### src/hw/rtl/assert_macros.svh
// assertion macros shared by the png scanline unfilter rtl
`ifndef ASSERT_MACROS_SVH
`define ASSERT_MACROS_SVH

`ifndef ASSERT_OFF

`define ASSERT_AT(lbl, clk, rstn, prop) \
	lbl: assert property (@(posedge clk) disable iff (!rstn) prop) \
		else $error("%m: assertion failed");

`define ASSERT_NEVER(lbl, clk, rstn, cond) \
	lbl: assert property (@(posedge clk) disable iff (!rstn) !(cond)) \
		else $error("%m: forbidden condition seen");

`else

`define ASSERT_AT(lbl, clk, rstn, prop)

`define ASSERT_NEVER(lbl, clk, rstn, cond)

`endif

`endif

### src/hw/rtl/psu_pkg.sv
// types, constants and helper functions of the png scanline unfilter
`default_nettype none

package psu_pkg;

	localparam int MAX_WIDTH   = 4096;
	localparam int MAX_BPP     = 4;
	localparam int STORE_DEPTH = MAX_WIDTH * MAX_BPP;
	localparam int ADDR_W      = $clog2(STORE_DEPTH);
	localparam int SLOT_W      = $clog2(MAX_BPP);
	localparam int WIDTH_W     = 13;
	localparam int HEIGHT_W    = 16;
	localparam int BPP_W       = 3;
	localparam int DEPTH_W     = 4;
	localparam int CFG_DATA_W  = 16;
	localparam int CFG_IDX_W   = 2;
	localparam int QUEUE_DEPTH = 4;
	localparam int QPTR_W      = $clog2(QUEUE_DEPTH);

	localparam logic [DEPTH_W-1:0] DEPTH_FULL = DEPTH_W'(8);

	typedef enum logic [CFG_IDX_W-1:0] {
		REG_IMAGE_WIDTH     = 2'd0,
		REG_IMAGE_HEIGHT    = 2'd1,
		REG_BYTES_PER_PIXEL = 2'd2,
		REG_BITS_PER_SAMPLE = 2'd3
	} cfg_reg_t;

	typedef enum logic [1:0] {
		ST_OK             = 2'd0,
		ST_BAD_FILTER     = 2'd1,
		ST_SUBBYTE_FILTER = 2'd2
	} status_t;

	typedef enum logic [2:0] {
		FLT_NONE  = 3'd0,
		FLT_SUB   = 3'd1,
		FLT_UP    = 3'd2,
		FLT_AVG   = 3'd3,
		FLT_PAETH = 3'd4
	} filter_t;

	// effective configuration after range clamping
	typedef struct packed {
		logic [ADDR_W:0]       spr;
		logic [HEIGHT_W-1:0]   height;
		logic [BPP_W-1:0]      bpp;
		logic [DEPTH_W-1:0]    depth;
	} cfg_t;

	// one classified request from the front to the back
	typedef struct packed {
		logic                err;
		status_t             status;
		logic [7:0]          raw;
		filter_t             filter;
		logic [ADDR_W-1:0]   col;
		logic [SLOT_W-1:0]   slot;
		logic                first_px;
		logic                first_row;
		logic                row_end;
		logic                image_end;
		logic                last;
	} op_t;

	function automatic logic [7:0] paeth(input logic [7:0] a, input logic [7:0] b,
		input logic [7:0] c);
		logic signed [10:0] p, pa, pb, pc;
		logic [7:0] r;
		p  = $signed({3'b000, a}) + $signed({3'b000, b}) - $signed({3'b000, c});
		pa = p - $signed({3'b000, a});
		pb = p - $signed({3'b000, b});
		pc = p - $signed({3'b000, c});
		if (pa < 0) pa = -pa;
		if (pb < 0) pb = -pb;
		if (pc < 0) pc = -pc;
		if (pa <= pb && pa <= pc) r = a;
		else if (pb <= pc) r = b;
		else r = c;
		return r;
	endfunction

	// column modulo bytes per pixel, mod 3 by base-4 digit sums
	function automatic logic [SLOT_W-1:0] slot_of(input logic [ADDR_W-1:0] col,
		input logic [BPP_W-1:0] bpp);
		logic [4:0] s1;
		logic [2:0] s2;
		logic [1:0] m3;
		logic [SLOT_W-1:0] r;
		s1 = '0;
		for (int i = 0; i < ADDR_W / 2; i++) s1 = s1 + 5'(col[2*i +: 2]);
		s2 = 3'(s1[1:0]) + 3'(s1[3:2]) + 3'(s1[4]);
		if (s2 >= 3'd6) m3 = 2'(s2 - 3'd6);
		else if (s2 >= 3'd3) m3 = 2'(s2 - 3'd3);
		else m3 = s2[1:0];
		case (bpp)
			3'd1: r = '0;
			3'd2: r = SLOT_W'(col[0]);
			3'd3: r = SLOT_W'(m3);
			default: r = col[SLOT_W-1:0];
		endcase
		return r;
	endfunction

endpackage

`default_nettype wire

### src/hw/rtl/psu_queue.sv
// short request queue between front and back
`default_nettype none
`include "assert_macros.svh"

module psu_queue (
	input  logic            clk,
	input  logic            arst_n,
	input  logic            push,
	input  psu_pkg::op_t    push_op,
	output logic            full,
	input  logic            pop,
	output logic            head_valid,
	output psu_pkg::op_t    head_op
);
	import psu_pkg::*;

	op_t                 entry_q [QUEUE_DEPTH];
	logic [QPTR_W-1:0]   wr_ptr_q, rd_ptr_q;
	logic [QPTR_W:0]     count_q;

	assign full       = count_q == (QPTR_W+1)'(QUEUE_DEPTH);
	assign head_valid = count_q != '0;
	assign head_op    = entry_q[rd_ptr_q];

	always_ff @(posedge clk) begin
		if (push) entry_q[wr_ptr_q] <= push_op;
	end

	always_ff @(posedge clk or negedge arst_n) begin
		if (!arst_n) begin
			wr_ptr_q <= '0;
			rd_ptr_q <= '0;
			count_q  <= '0;
		end else begin
			if (push) wr_ptr_q <= wr_ptr_q + QPTR_W'(1);
			if (pop) rd_ptr_q <= rd_ptr_q + QPTR_W'(1);
			case ({push, pop})
				2'b10: count_q <= count_q + (QPTR_W+1)'(1);
				2'b01: count_q <= count_q - (QPTR_W+1)'(1);
				default: count_q <= count_q;
			endcase
		end
	end

	`ASSERT_AT(a_no_overflow, clk, arst_n, push |-> !full || pop)
	`ASSERT_AT(a_no_underflow, clk, arst_n, pop |-> head_valid)

endmodule

`default_nettype wire

### config.mk
export PLATFORM = sky130hd
export DESIGN_NAME = psu_queue
export DESIGN_NICKNAME = d
export VERILOG_FILES = /design/src/hw/rtl/psu_pkg.sv /design/src/hw/rtl/psu_queue.sv
export VERILOG_INCLUDE_DIRS = /design/src /design/src/hw/rtl
export SDC_FILE = /design/constraint.sdc
export NUM_CORES = 1
export LEC_CHECK = 0
export ABC_AREA = 1
export BUFFER_PORTS_ARGS = -buffer_cell sky130_fd_sc_hd__buf_2
export CAP_MARGIN = 20
export CELL_PAD_IN_SITES_DETAIL_PLACEMENT = 1
export CELL_PAD_IN_SITES_GLOBAL_PLACEMENT = 1
export CORE_ASPECT_RATIO = 0.75
export CORE_MARGIN = 2
export CORE_UTILIZATION = 35
export CTS_BUF_LIST = sky130_fd_sc_hd__clkbuf_8
export DETAILED_ROUTE_END_ITERATION = 8
export PLACE_DENSITY = 0.65
export SETUP_SLACK_MARGIN = 0.4
export SLEW_MARGIN = 10
export SYNTH_ARGS = -nofsm -noshare
export SYNTH_HDL_FRONTEND = slang
export SYNTH_SLANG_ARGS = --single-unit
### constraint.sdc
create_clock -name clk -period 3.34 [get_ports clk]
set_input_delay 0.668 -clock clk [delete_from_list [all_inputs] [get_ports clk]]
set_output_delay 0.668 -clock clk [all_outputs]
set_load 0.02 [all_outputs]
==> impl_metrics.env <==
export IMPL_hold_violations=0
export IMPL_p_leak_nw=3.04
export IMPL_avgViaCountPerCell=4.41
export IMPL_netlist_area_leader_share_pct=67.0
export IMPL_end_kind="output pin"
export IMPL_start_util_pct=35.7
export IMPL_die_area_mm2=0.0190
export IMPL_synthTopCellsByArea="edfxtp_1 (67%), nand2_1 (9.2%), o211ai_2 (7.0%), inv_1 (4.8%), nor2_1 (4.1%)"
export IMPL_synth_compound_area_share_pct=7.14
export IMPL_nFillCells=1927
export IMPL_clk_pin_slew_ns=0.09
export IMPL_yosysTopAreaCell="edfxtp_1"
export IMPL_critPathKind="reg2out"
export IMPL_rsz0062_at_grt="false"
export IMPL_ys_seq_area_share_pct=69.8
export IMPL_drtPass1Iterations=4
export IMPL_max_cap_violations=0
export IMPL_htreeDepth=4
export IMPL_fmax_mhz=370
export IMPL_outcome="finished clean"
export IMPL_cp_max_fo=142
export IMPL_root_buffer="clkbuf_8"
export IMPL_grt_overflow=0
export IMPL_netlist_area_mm2=0.00628
export IMPL_synthMuxAreaShare_pct=0
export IMPL_cts_sinks=147
export IMPL_relSlewSlack_pct=37.5
export IMPL_r2r_slack_ns=1.51
export IMPL_clockBufferDepth=2
export IMPL_num_rows=42
export IMPL_die_width_um=159
export IMPL_power_density_mw_per_mm2=890
export IMPL_critPathLaunchType="register"
export IMPL_grt_max_degree=143
export IMPL_irDropWorstVdd_mv=0.497
export IMPL_drc_errors=0
export IMPL_ant_nets=0
export IMPL_crit_arrival_ns=2.04
export IMPL_synthCells=526
export IMPL_skew_ns=0.0188
export IMPL_gp_congestion=0.674
export IMPL_cts_made_buffers=17
export IMPL_core_mm2=0.0176
export IMPL_synth_xor_area_share_pct=0.558
export IMPL_tns_ns=0
export IMPL_ys_ff_latch=147
export IMPL_routedWlPerCell_um=14.9
export IMPL_crit_required_ns=2.67
export IMPL_final_layout_size_suffix_gt1_share_pct=23.8
export IMPL_hpwlAfterDp_um=7600
export IMPL_setup_ws_ns=0.634
export IMPL_dp_slack_ns=0.975
export IMPL_synth_fa_ha_area_share_pct=1.32
export IMPL_p_total_mw=6.40
export IMPL_n_antenna_cell=0
export IMPL_antenna_found_initial=2
export IMPL_setup_viol=0
export IMPL_hold_path_class="in2async"
export IMPL_worst_pin_slew_ns=0.936
export IMPL_period_share_pct=81.0
export IMPL_cts_hold_buf=0
export IMPL_tritoncts="built"
export IMPL_io_buffers=75
export IMPL_post_cts_setup_buffer_count=0
export IMPL_syn_nets=571
export IMPL_clkLatencyLatePin_ns=0.44
export IMPL_synth_simple_gate_area_share_pct=13.6
export IMPL_nets=643
export IMPL_grt_first_pass_wirelength_um=20300
export IMPL_drt_wl_total_um=12700
export IMPL_final_max_slew_viol_count=0
export IMPL_die_h_um=120
export IMPL_syn_area_per_cell_um2=11.9
export IMPL_synth_warnings=0
export IMPL_grt_pass1_vias=3980
export IMPL_groute_usage_overall_pct=14.3
export IMPL_vias=3749
export IMPL_finalCriticalPeriod_ns=2.71
export IMPL_io_pins=76
export IMPL_synthDistinctLibCells=19
export IMPL_synth_top_family_by_area="simple AND/OR/NAND/NOR gates"
export IMPL_syn_to_final_growth_pct=14.5
export IMPL_drt_initial_drc_count=223
==> layout make-up <==
class	count	area (um2)	area share (%)
Sequential cell	147	4380	61.0
Timing Repair Buffer	77	415	5.78
Multi-Input combinational cell	273	1420	19.7
Clock buffer	17	234	3.26
Inverter	82	310	4.32
Tap cell	242	303	4.21
Clock inverter	13	123	1.71
==> worst max-delay path, cell delays in order, from the launching register on <==
cell and delay, ns:
dfrtp_4 0.43, buf_12 0.49, nor2_1 0.11, nor2_1 0.11
nand2_1 0.07, nand2_1 0.14, buf_2 0.19
==> power by group <==
group	leakage [nW]	internal, mW	switching, mW	total [mW]
Sequential	1.37	2.43	0.122	2.55
Combinational	1.49	0.769	1.79	2.56
Clock	0.183	0.641	0.644	1.29
==> sequential cells by signal (all words and copies together), names as in the netlist <==
register  cells
entry_q     140
count_q       3
rd_ptr_q      2
wr_ptr_q      2
==> worst paths after layout <==
check | from | end | cells after the start
max in group asynchronous | arst_n | rd_ptr_q[0]$_DFFE_PN0P_ | 1
setup / recovery | rd_ptr_q[0]$_DFFE_PN0P_ | head_op[28] | 6
hold / removal | arst_n | wr_ptr_q[0]$_DFFE_PN0P_ | 1
setup reg to reg | wr_ptr_q[0]$_DFFE_PN0P_ | entry_q[2][18]$_DFFE_PP_ | 4
hold reg to reg | count_q[2]$_DFFE_PN0P_ | count_q[2]$_DFFE_PN0P_ | 2
min in group clk | push_op[25] | entry_q[3][25]$_DFFE_PP_ | 1
==> what timing repair did <==
action                                  in CTS  in global routing
endpoints found under the setup margin       0                  9
gates resized for setup                      0                  1
endpoints found under the hold margin        0                  0
==> Yosys cell counts <==
master    instances
nand4_1           1
nand2_1         154
clkbuf_1          4
nor2_1           69
buf_4             2
inv_2             1
edfxtp_1        140
o21ai_0           2
fa_1              1
ha_1              5
buf_6             8
o211ai_2         35
xor2_1            3
nand3_1           1
buf_2            10
inv_1            81
xnor2_1           1
dfrtp_1           7
nor3_1            1
==> cell families after synthesis <==
family / Yosys count
simple gates: 226
flops: 147
buf+inv: 106
compound gates: 37
fa+ha+maj: 6
xor+xnor: 4
==> metrics by stage <==
step / util (%) / cells / hold slack (ns) / area (um2)
6_report: 40.8 / 851 / 0.0464 / 7190
2_1_floorplan: - / 526 / 0.372 / 6280
5_1_grt: 40.8 / 851 / 0.0241 / 7190
3_3_place_gp: 38.8 / 821 / 0.462 / 6830
4_1_cts: 40.8 / 851 / 0.0251 / 7190
3_5_place_dp: 38.8 / 821 / 0.504 / 6830
==> cells in the final DEF (no fill, tap or decap) <==
master	count
nand2_1	154
edfxtp_1	140
inv_1	79
buf_2	75
nor2_1	69
o211ai_2	35
clkbuf_8	17
dfrtp_1	6
ha_1	5
inv_2	4
clkinv_2	4
xor2_1	3
clkinvlp_4	3
o21ai_0	2
bufinv_16	2
buf_12	2
inv_4	1
nor3_1	1
xnor2_1	1
nand3_1	1
nand4_1	1
fa_1	1
clkinv_4	1
clkinv_1	1
dfrtp_4	1
==> routing by layer <==
metal	track usage (%)	part of all wire, %	wire length (um)
met1	18.3	46	5860
met2	23.2	48	6090
met3	4.98	4.9	623
met4	3.83	0.62	78
met5	0	0.21	27
Power figures use the tool's default switching activity.
