`src/hw/rtl/assert_macros.svh`:
```
// assertion macros shared by the png scanline unfilter rtl
`ifndef ASSERT_MACROS_SVH
`define ASSERT_MACROS_SVH

`ifndef ASSERT_OFF

`define ASSERT_AT(lbl, clk, rstn, prop) \
	lbl: assert property (@(posedge clk) disable iff (!rstn) prop) \
		else $error("%m: assertion failed");

`define ASSERT_NEVER(lbl, clk, rstn, cond) \
	lbl: assert property (@(posedge clk) disable iff (!rstn) !(cond)) \
		else $error("%m: forbidden condition seen");

`else

`define ASSERT_AT(lbl, clk, rstn, prop)

`define ASSERT_NEVER(lbl, clk, rstn, cond)

`endif

`endif

```
`src/hw/rtl/psu_pkg.sv`:
```
// types, constants and helper functions of the png scanline unfilter
`default_nettype none

package psu_pkg;

	localparam int MAX_WIDTH   = 4096;
	localparam int MAX_BPP     = 4;
	localparam int STORE_DEPTH = MAX_WIDTH * MAX_BPP;
	localparam int ADDR_W      = $clog2(STORE_DEPTH);
	localparam int SLOT_W      = $clog2(MAX_BPP);
	localparam int WIDTH_W     = 13;
	localparam int HEIGHT_W    = 16;
	localparam int BPP_W       = 3;
	localparam int DEPTH_W     = 4;
	localparam int CFG_DATA_W  = 16;
	localparam int CFG_IDX_W   = 2;
	localparam int QUEUE_DEPTH = 4;
	localparam int QPTR_W      = $clog2(QUEUE_DEPTH);

	localparam logic [DEPTH_W-1:0] DEPTH_FULL = DEPTH_W'(8);

	typedef enum logic [CFG_IDX_W-1:0] {
		REG_IMAGE_WIDTH     = 2'd0,
		REG_IMAGE_HEIGHT    = 2'd1,
		REG_BYTES_PER_PIXEL = 2'd2,
		REG_BITS_PER_SAMPLE = 2'd3
	} cfg_reg_t;

	typedef enum logic [1:0] {
		ST_OK             = 2'd0,
		ST_BAD_FILTER     = 2'd1,
		ST_SUBBYTE_FILTER = 2'd2
	} status_t;

	typedef enum logic [2:0] {
		FLT_NONE  = 3'd0,
		FLT_SUB   = 3'd1,
		FLT_UP    = 3'd2,
		FLT_AVG   = 3'd3,
		FLT_PAETH = 3'd4
	} filter_t;

	// effective configuration after range clamping
	typedef struct packed {
		logic [ADDR_W:0]       spr;
		logic [HEIGHT_W-1:0]   height;
		logic [BPP_W-1:0]      bpp;
		logic [DEPTH_W-1:0]    depth;
	} cfg_t;

	// one classified request from the front to the back
	typedef struct packed {
		logic                err;
		status_t             status;
		logic [7:0]          raw;
		filter_t             filter;
		logic [ADDR_W-1:0]   col;
		logic [SLOT_W-1:0]   slot;
		logic                first_px;
		logic                first_row;
		logic                row_end;
		logic                image_end;
		logic                last;
	} op_t;

	function automatic logic [7:0] paeth(input logic [7:0] a, input logic [7:0] b,
		input logic [7:0] c);
		logic signed [10:0] p, pa, pb, pc;
		logic [7:0] r;
		p  = $signed({3'b000, a}) + $signed({3'b000, b}) - $signed({3'b000, c});
		pa = p - $signed({3'b000, a});
		pb = p - $signed({3'b000, b});
		pc = p - $signed({3'b000, c});
		if (pa < 0) pa = -pa;
		if (pb < 0) pb = -pb;
		if (pc < 0) pc = -pc;
		if (pa <= pb && pa <= pc) r = a;
		else if (pb <= pc) r = b;
		else r = c;
		return r;
	endfunction

	// column modulo bytes per pixel, mod 3 by base-4 digit sums
	function automatic logic [SLOT_W-1:0] slot_of(input logic [ADDR_W-1:0] col,
		input logic [BPP_W-1:0] bpp);
		logic [4:0] s1;
		logic [2:0] s2;
		logic [1:0] m3;
		logic [SLOT_W-1:0] r;
		s1 = '0;
		for (int i = 0; i < ADDR_W / 2; i++) s1 = s1 + 5'(col[2*i +: 2]);
		s2 = 3'(s1[1:0]) + 3'(s1[3:2]) + 3'(s1[4]);
		if (s2 >= 3'd6) m3 = 2'(s2 - 3'd6);
		else if (s2 >= 3'd3) m3 = 2'(s2 - 3'd3);
		else m3 = s2[1:0];
		case (bpp)
			3'd1: r = '0;
			3'd2: r = SLOT_W'(col[0]);
			3'd3: r = SLOT_W'(m3);
			default: r = col[SLOT_W-1:0];
		endcase
		return r;
	endfunction

endpackage

`default_nettype wire

```
`src/hw/rtl/psu_front.sv`:
```
// front end: filter byte parsing, sub-byte unpacking, row and column tracking
`default_nettype none
`include "assert_macros.svh"

module psu_front (
	input  logic            clk,
	input  logic            arst_n,
	input  psu_pkg::cfg_t   cfg,
	input  logic            in_valid,
	output logic            in_ready,
	input  logic [7:0]      in_data,
	input  logic            in_start,
	input  logic            q_full,
	output logic            push,
	output psu_pkg::op_t    push_op
);
	import psu_pkg::*;

	logic                  await_q, err_q, busy_q;
	logic [HEIGHT_W-1:0]   row_q;
	logic [ADDR_W-1:0]     col_q;
	filter_t               filter_q;
	logic [7:0]            sh_q;
	logic [2:0]            rem_q;

	logic                  await_e, err_e;
	logic [HEIGHT_W-1:0]   row_e;
	logic [ADDR_W-1:0]     col_e;

	logic                  await_n, err_n, busy_n;
	logic [HEIGHT_W-1:0]   row_n;
	logic [ADDR_W-1:0]     col_n;
	filter_t               filter_n;
	logic [7:0]            sh_n;
	logic [2:0]            rem_n;

	logic                  in_fire, dropped, gen_sample, gen_err, row_done, img_done;
	status_t               code;
	logic [7:0]            cur_byte, raw, cur_shift;
	logic [2:0]            per_m1, rem_after;

	assign in_ready = !busy_q && !q_full;
	assign in_fire  = in_valid && in_ready;

	always_comb begin
		await_e = await_q;
		err_e   = err_q;
		row_e   = row_q;
		col_e   = col_q;
		if (in_fire && in_start) begin
			await_e = 1'b1;
			err_e   = 1'b0;
			row_e   = '0;
			col_e   = '0;
		end
	end

	always_comb begin
		dropped = err_e || (row_e >= cfg.height);
		if (in_data > 8'd4) code = ST_BAD_FILTER;
		else if (cfg.depth != DEPTH_FULL && in_data != 8'd0) code = ST_SUBBYTE_FILTER;
		else code = ST_OK;

		cur_byte = busy_q ? sh_q : in_data;
		case (cfg.depth)
			4'd1: begin
				raw       = {7'd0, cur_byte[7]};
				cur_shift = {cur_byte[6:0], 1'b0};
				per_m1    = 3'd7;
			end
			4'd2: begin
				raw       = {6'd0, cur_byte[7:6]};
				cur_shift = {cur_byte[5:0], 2'b00};
				per_m1    = 3'd3;
			end
			4'd4: begin
				raw       = {4'd0, cur_byte[7:4]};
				cur_shift = {cur_byte[3:0], 4'b0000};
				per_m1    = 3'd1;
			end
			default: begin
				raw       = cur_byte;
				cur_shift = '0;
				per_m1    = 3'd0;
			end
		endcase
		rem_after = busy_q ? rem_q - 3'd1 : per_m1;

		gen_sample = busy_q ? !q_full : (in_fire && !dropped && !await_e);
		gen_err    = in_fire && !dropped && await_e && code != ST_OK;
		push       = gen_sample || gen_err;

		row_done = ({1'b0, col_e} + (ADDR_W+1)'(1)) >= cfg.spr;
		img_done = row_done && (({1'b0, row_e} + (HEIGHT_W+1)'(1)) >= {1'b0, cfg.height});
	end

	always_comb begin
		push_op.err       = gen_err;
		push_op.status    = gen_err ? code : ST_OK;
		push_op.raw       = raw;
		push_op.filter    = filter_q;
		push_op.col       = col_e;
		push_op.slot      = slot_of(col_e, cfg.bpp);
		push_op.first_px  = {1'b0, col_e} < (ADDR_W+1)'(cfg.bpp);
		push_op.first_row = row_e == '0;
		push_op.row_end   = !gen_err && row_done;
		push_op.image_end = !gen_err && img_done;
		push_op.last      = gen_err || row_done || rem_after == 3'd0;
	end

	always_comb begin
		await_n  = await_e;
		err_n    = err_e;
		row_n    = row_e;
		col_n    = col_e;
		filter_n = filter_q;
		busy_n   = busy_q;
		sh_n     = sh_q;
		rem_n    = rem_q;
		if (gen_err) err_n = 1'b1;
		if (in_fire && !dropped && await_e && code == ST_OK) begin
			filter_n = filter_t'(in_data[2:0]);
			await_n  = 1'b0;
		end
		if (gen_sample) begin
			if (row_done) begin
				col_n   = '0;
				row_n   = (row_e == '1) ? row_e : row_e + HEIGHT_W'(1);
				await_n = 1'b1;
			end else begin
				col_n = col_e + ADDR_W'(1);
			end
			busy_n = !row_done && rem_after != 3'd0;
			sh_n   = cur_shift;
			rem_n  = rem_after;
		end
	end

	always_ff @(posedge clk or negedge arst_n) begin
		if (!arst_n) begin
			await_q  <= 1'b1;
			err_q    <= 1'b0;
			busy_q   <= 1'b0;
			row_q    <= '0;
			col_q    <= '0;
			filter_q <= FLT_NONE;
			sh_q     <= '0;
			rem_q    <= '0;
		end else begin
			await_q  <= await_n;
			err_q    <= err_n;
			busy_q   <= busy_n;
			row_q    <= row_n;
			col_q    <= col_n;
			filter_q <= filter_n;
			sh_q     <= sh_n;
			rem_q    <= rem_n;
		end
	end

	`ASSERT_AT(a_busy_subbyte, clk, arst_n, busy_q |-> cfg.depth != DEPTH_FULL)
	`ASSERT_NEVER(a_err_and_sample, clk, arst_n, gen_err && gen_sample)

endmodule

`default_nettype wire

```
`config.mk`:
```
export PLATFORM = sky130hd
export DESIGN_NAME = psu_front
export DESIGN_NICKNAME = d
export VERILOG_FILES = /design/src/hw/rtl/psu_pkg.sv /design/src/hw/rtl/psu_front.sv
export VERILOG_INCLUDE_DIRS = /design/src /design/src/hw/rtl
export SDC_FILE = /design/constraint.sdc
export NUM_CORES = 1
export LEC_CHECK = 0
export ABC_AREA = 1
export BUFFER_PORTS_ARGS = -buffer_cell sky130_fd_sc_hd__buf_2
export CAP_MARGIN = 15
export CORE_MARGIN = 3
export CORE_UTILIZATION = 53
export CTS_CLUSTER_DIAMETER = 40
export DETAILED_ROUTE_END_ITERATION = 10
export PLACE_DENSITY = 0.77
export SYNTH_ARGS = -nofsm -noshare
export SYNTH_HDL_FRONTEND = slang
export SYNTH_SLANG_ARGS = --single-unit
```
`constraint.sdc`:
```
create_clock -name clk -period 6.7 [get_ports clk]
set_input_delay 1.005 -clock clk [delete_from_list [all_inputs] [get_ports clk]]
set_output_delay 1.005 -clock clk [all_outputs]
set_load 0.01 [all_outputs]
```
==> out/results.tsv <==
stage	metric	value	unit
drt	vias	5761	
placement	place_inst	1110	
power	leakage	4.28	nW
yosys	synthesis.nets	995	
drt	antenna_left	0	
clock_tree	clkLatencyLatePin	0.30	ns
clock_tree	cts_buffers	5	
timing	max_freq	0.148	GHz
placement	post-dp-hpwl	11400	um
yosys	synth_edf_count	0	
clock_tree	root_buffer	clkbuf_8	
final_layout	drive_gt1_share	20.2	%
yosys	avgSynthCellArea	6.36	um2
floorplan	die_h	109	um
drt	dr.pass1.iters	5	
timing	setup_slack	-0.0739	ns
final_layout	fin_cells	1126	
job	drv_cap	0	
global_routing	grt_pass1_vias	5185	
timing	period_needed	6.77	ns
floorplan	ios	88	
drt	wl	15000	um
global_routing	grt_usage	25.9	%
worst_setup_path	cp_slowest_cell	fa_1	
status	status	finished, violations left	
timing	finClkSkew	0.0175	ns
placement	io_buffers	87	
drt	drt-initial-drc-count	408	
worst_setup_path	cp.required	5.69	ns
floorplan	initial_utilization	55.8	%
floorplan	die_w	109	um
yosys	ys_warn_count	0	
power	p_total	0.00123	W
clock_tree	postCtsHoldBufs	0	
power	peakVddDrop	0.392	mV
clock_tree	clk_pin_slew_worst_paths	0.08	ns
placement	gp_congestion	0.916	
global_routing	grt_pass1_wl	24600	um
timing	whs	0.475	ns
drt	viasPerCell	5.12	
final_layout	diodes	0	
clock_tree	clock-sinks	46	
worst_setup_path	critPathLaunchType	input port	
global_routing	antenna_found_initial	0	
drt	avgRoutedWirePerCell	13.3	um
timing	drv_slew	0	
worst_hold_path	min_path_type	register to register	
drt	drcViolationCount	0	
worst_setup_path	crit_type	input port to primary output	
yosys	synthDistinctLibCells	51	
worst_setup_path	path_delay_family	adder cells	
timing	fin_crit_sh	101	%
clock_tree	cts.path.max_buffers	2	
yosys	synthFlopType	dfrtp_1	
timing	maxSlewHeadroom	61.9	%
clock_tree	cts_tree	yes	
timing	hold_viol_final	0	
global_routing	grt.overflow.total	0	
final_layout	final_common_cell	nand2_1	
final_layout	most-common-layout-cells	nand2_1 (299), inv_1 (145), buf_2 (86)	
worst_setup_path	crit_path_max_fanout	6	
worst_setup_path	cp.arrival	5.77	ns
worst_setup_path	crit_chain	buf_8, nor2_4, nand3_4, nand2_2, inv_2, fa_1, inv_2, fa_1, inv_2, fa_1, ha_2, inv_2, fa_1, fa_2, inv_2, fa_1, ha_2, nor2_4, inv_2, o21ai_2, nor2_1, o31ai_2, buf_2	
clock_tree	htreeDepth	2	
timing	tightestPinTransition	0.570	ns
floorplan	die-area	11800	um2
global_routing	grt_max_degree	47	
power	power_density	188	nW/um2
final_layout	areaGrowthSynthToFinish	17.1	%
floorplan	core_area	10000	um2
yosys	synthCells	877	
timing	setup_viol	2	
status	violations	setup timing	
yosys	ys_seq_area_share	20.7	%
worst_setup_path	cp-end-kind	primary output	
yosys	ys_seq_elements	46	
placement	pre_cts_ws	-0.266	ns
yosys	async_flop_share	100	%
final_layout	fin_nets	1111	
yosys	syn_area	5580	um2
worst_setup_path	cp_num_buf_inv	8	
worst_setup_path	max_stage_delay	0.54	ns
floorplan	rows	36	
worst_setup_path	timing.critical_path.mode_cell	inv_2	
timing	rsz0062_at_grt	yes	
[tightest hold or removal path, stage by stage, from the launching register on]
cell and delay [ns]:
dfrtp_1 0.35, nand2_1 0.05, nand2_1 0.05
[power by group]
part           total, W  switching, W  internal, W
combinational  0.000721      0.000448     0.000273
sequential     0.000334     0.0000237     0.000310
clock          0.000171     0.0000995    0.0000719
[flip-flops by register name (all words and copies together) (netlist names)]
register / flops
busy_q: 1
await_q: 1
rem_q: 3
col_q: 14
row_q: 16
filter_q: 3
err_q: 1
sh_q: 7
[synthesized netlist by cell type, types with 5 or more instances]
cell	count	area, um2
nor2_2	5	31.3
inv_2	8	30.0
a21oi_1	26	130
nor3_1	7	35.0
inv_1	152	571
nor2_1	62	233
nand3_1	58	290
dfrtp_1	45	1130
nand4_1	17	106
nand2_2	11	68.8
buf_4	5	37.5
ha_1	56	701
fa_1	11	220
buf_2	6	30.0
xor2_1	8	70.1
o21ai_0	27	135
nand2_1	302	1130
nand2_4	5	56.3
[per-stage QoR]
stage	TNS, ns	instance area [um2]	util (%)
final	-0.148	6530	65.3
after global routing	-0.399	6530	65.3
after CTS	-0.106	6450	64.5
after detailed placement	-0.418	6310	63.2
after global placement	-0.192	6310	63.2
after floorplan	-0.0745	5610	-
[cell families (layout without fill, tap and decap cells)]
kind of cell	Yosys count	count (layout)	synth area share (%)
mux	1	1	0.180
buf+inv	183	298	13.7
fa+ha+maj	67	67	16.5
simple gates	491	492	39.0
flops	46	46	20.7
xor+xnor	9	9	1.41
compound gates	80	80	8.48
[final timing paths]
check | from | endpoint | slack, ns | depth (start not counted)
max in group asynchronous | arst_n | col_q[10]$_DFF_PN0_ | 5.58 | 2
min in group asynchronous | arst_n | row_q[7]$_DFF_PN0_ | 0.61 | 1
worst min register to register | sh_q[7]$_DFFE_PN0N_ | sh_q[7]$_DFFE_PN0N_ | 0.47 | 2
worst max-delay path | q_full | push_op[5] | -0.07 | 23
worst min-delay path | sh_q[7]$_DFFE_PN0N_ | sh_q[7]$_DFFE_PN0N_ | 0.47 | 2
worst max register to register | busy_q$_DFFE_PN0N_ | busy_q$_DFFE_PN0N_ | 2.74 | 23
[layer usage]
layer	vias up	share of wire (%)	GRT usage [%]
li1	2989	-	-
met2	183	46	42.2
met4	0	1.1	4.87
met5	-	0	0
met3	18	6.5	3.40
met1	2571	46	37.2
[cell type report]
cell class / instances / area, um2
clock inverter: 1 / 7.51
tap: 133 / 166
inverter: 162 / 616
timing repair buffer: 129 / 781
fill: 953 / 3470
clock buffer: 6 / 72.6
sequential: 46 / 1150
multi-input combinational: 649 / 3730
[repair_timing]
action,CTS,global route
resized for setup,5,9
setup buffers,4,3
hold endpoints to repair,0,0
setup endpoints to repair,2,2
cloned,1,0
pin swaps,19,10
Power figures use the tool's default switching activity.
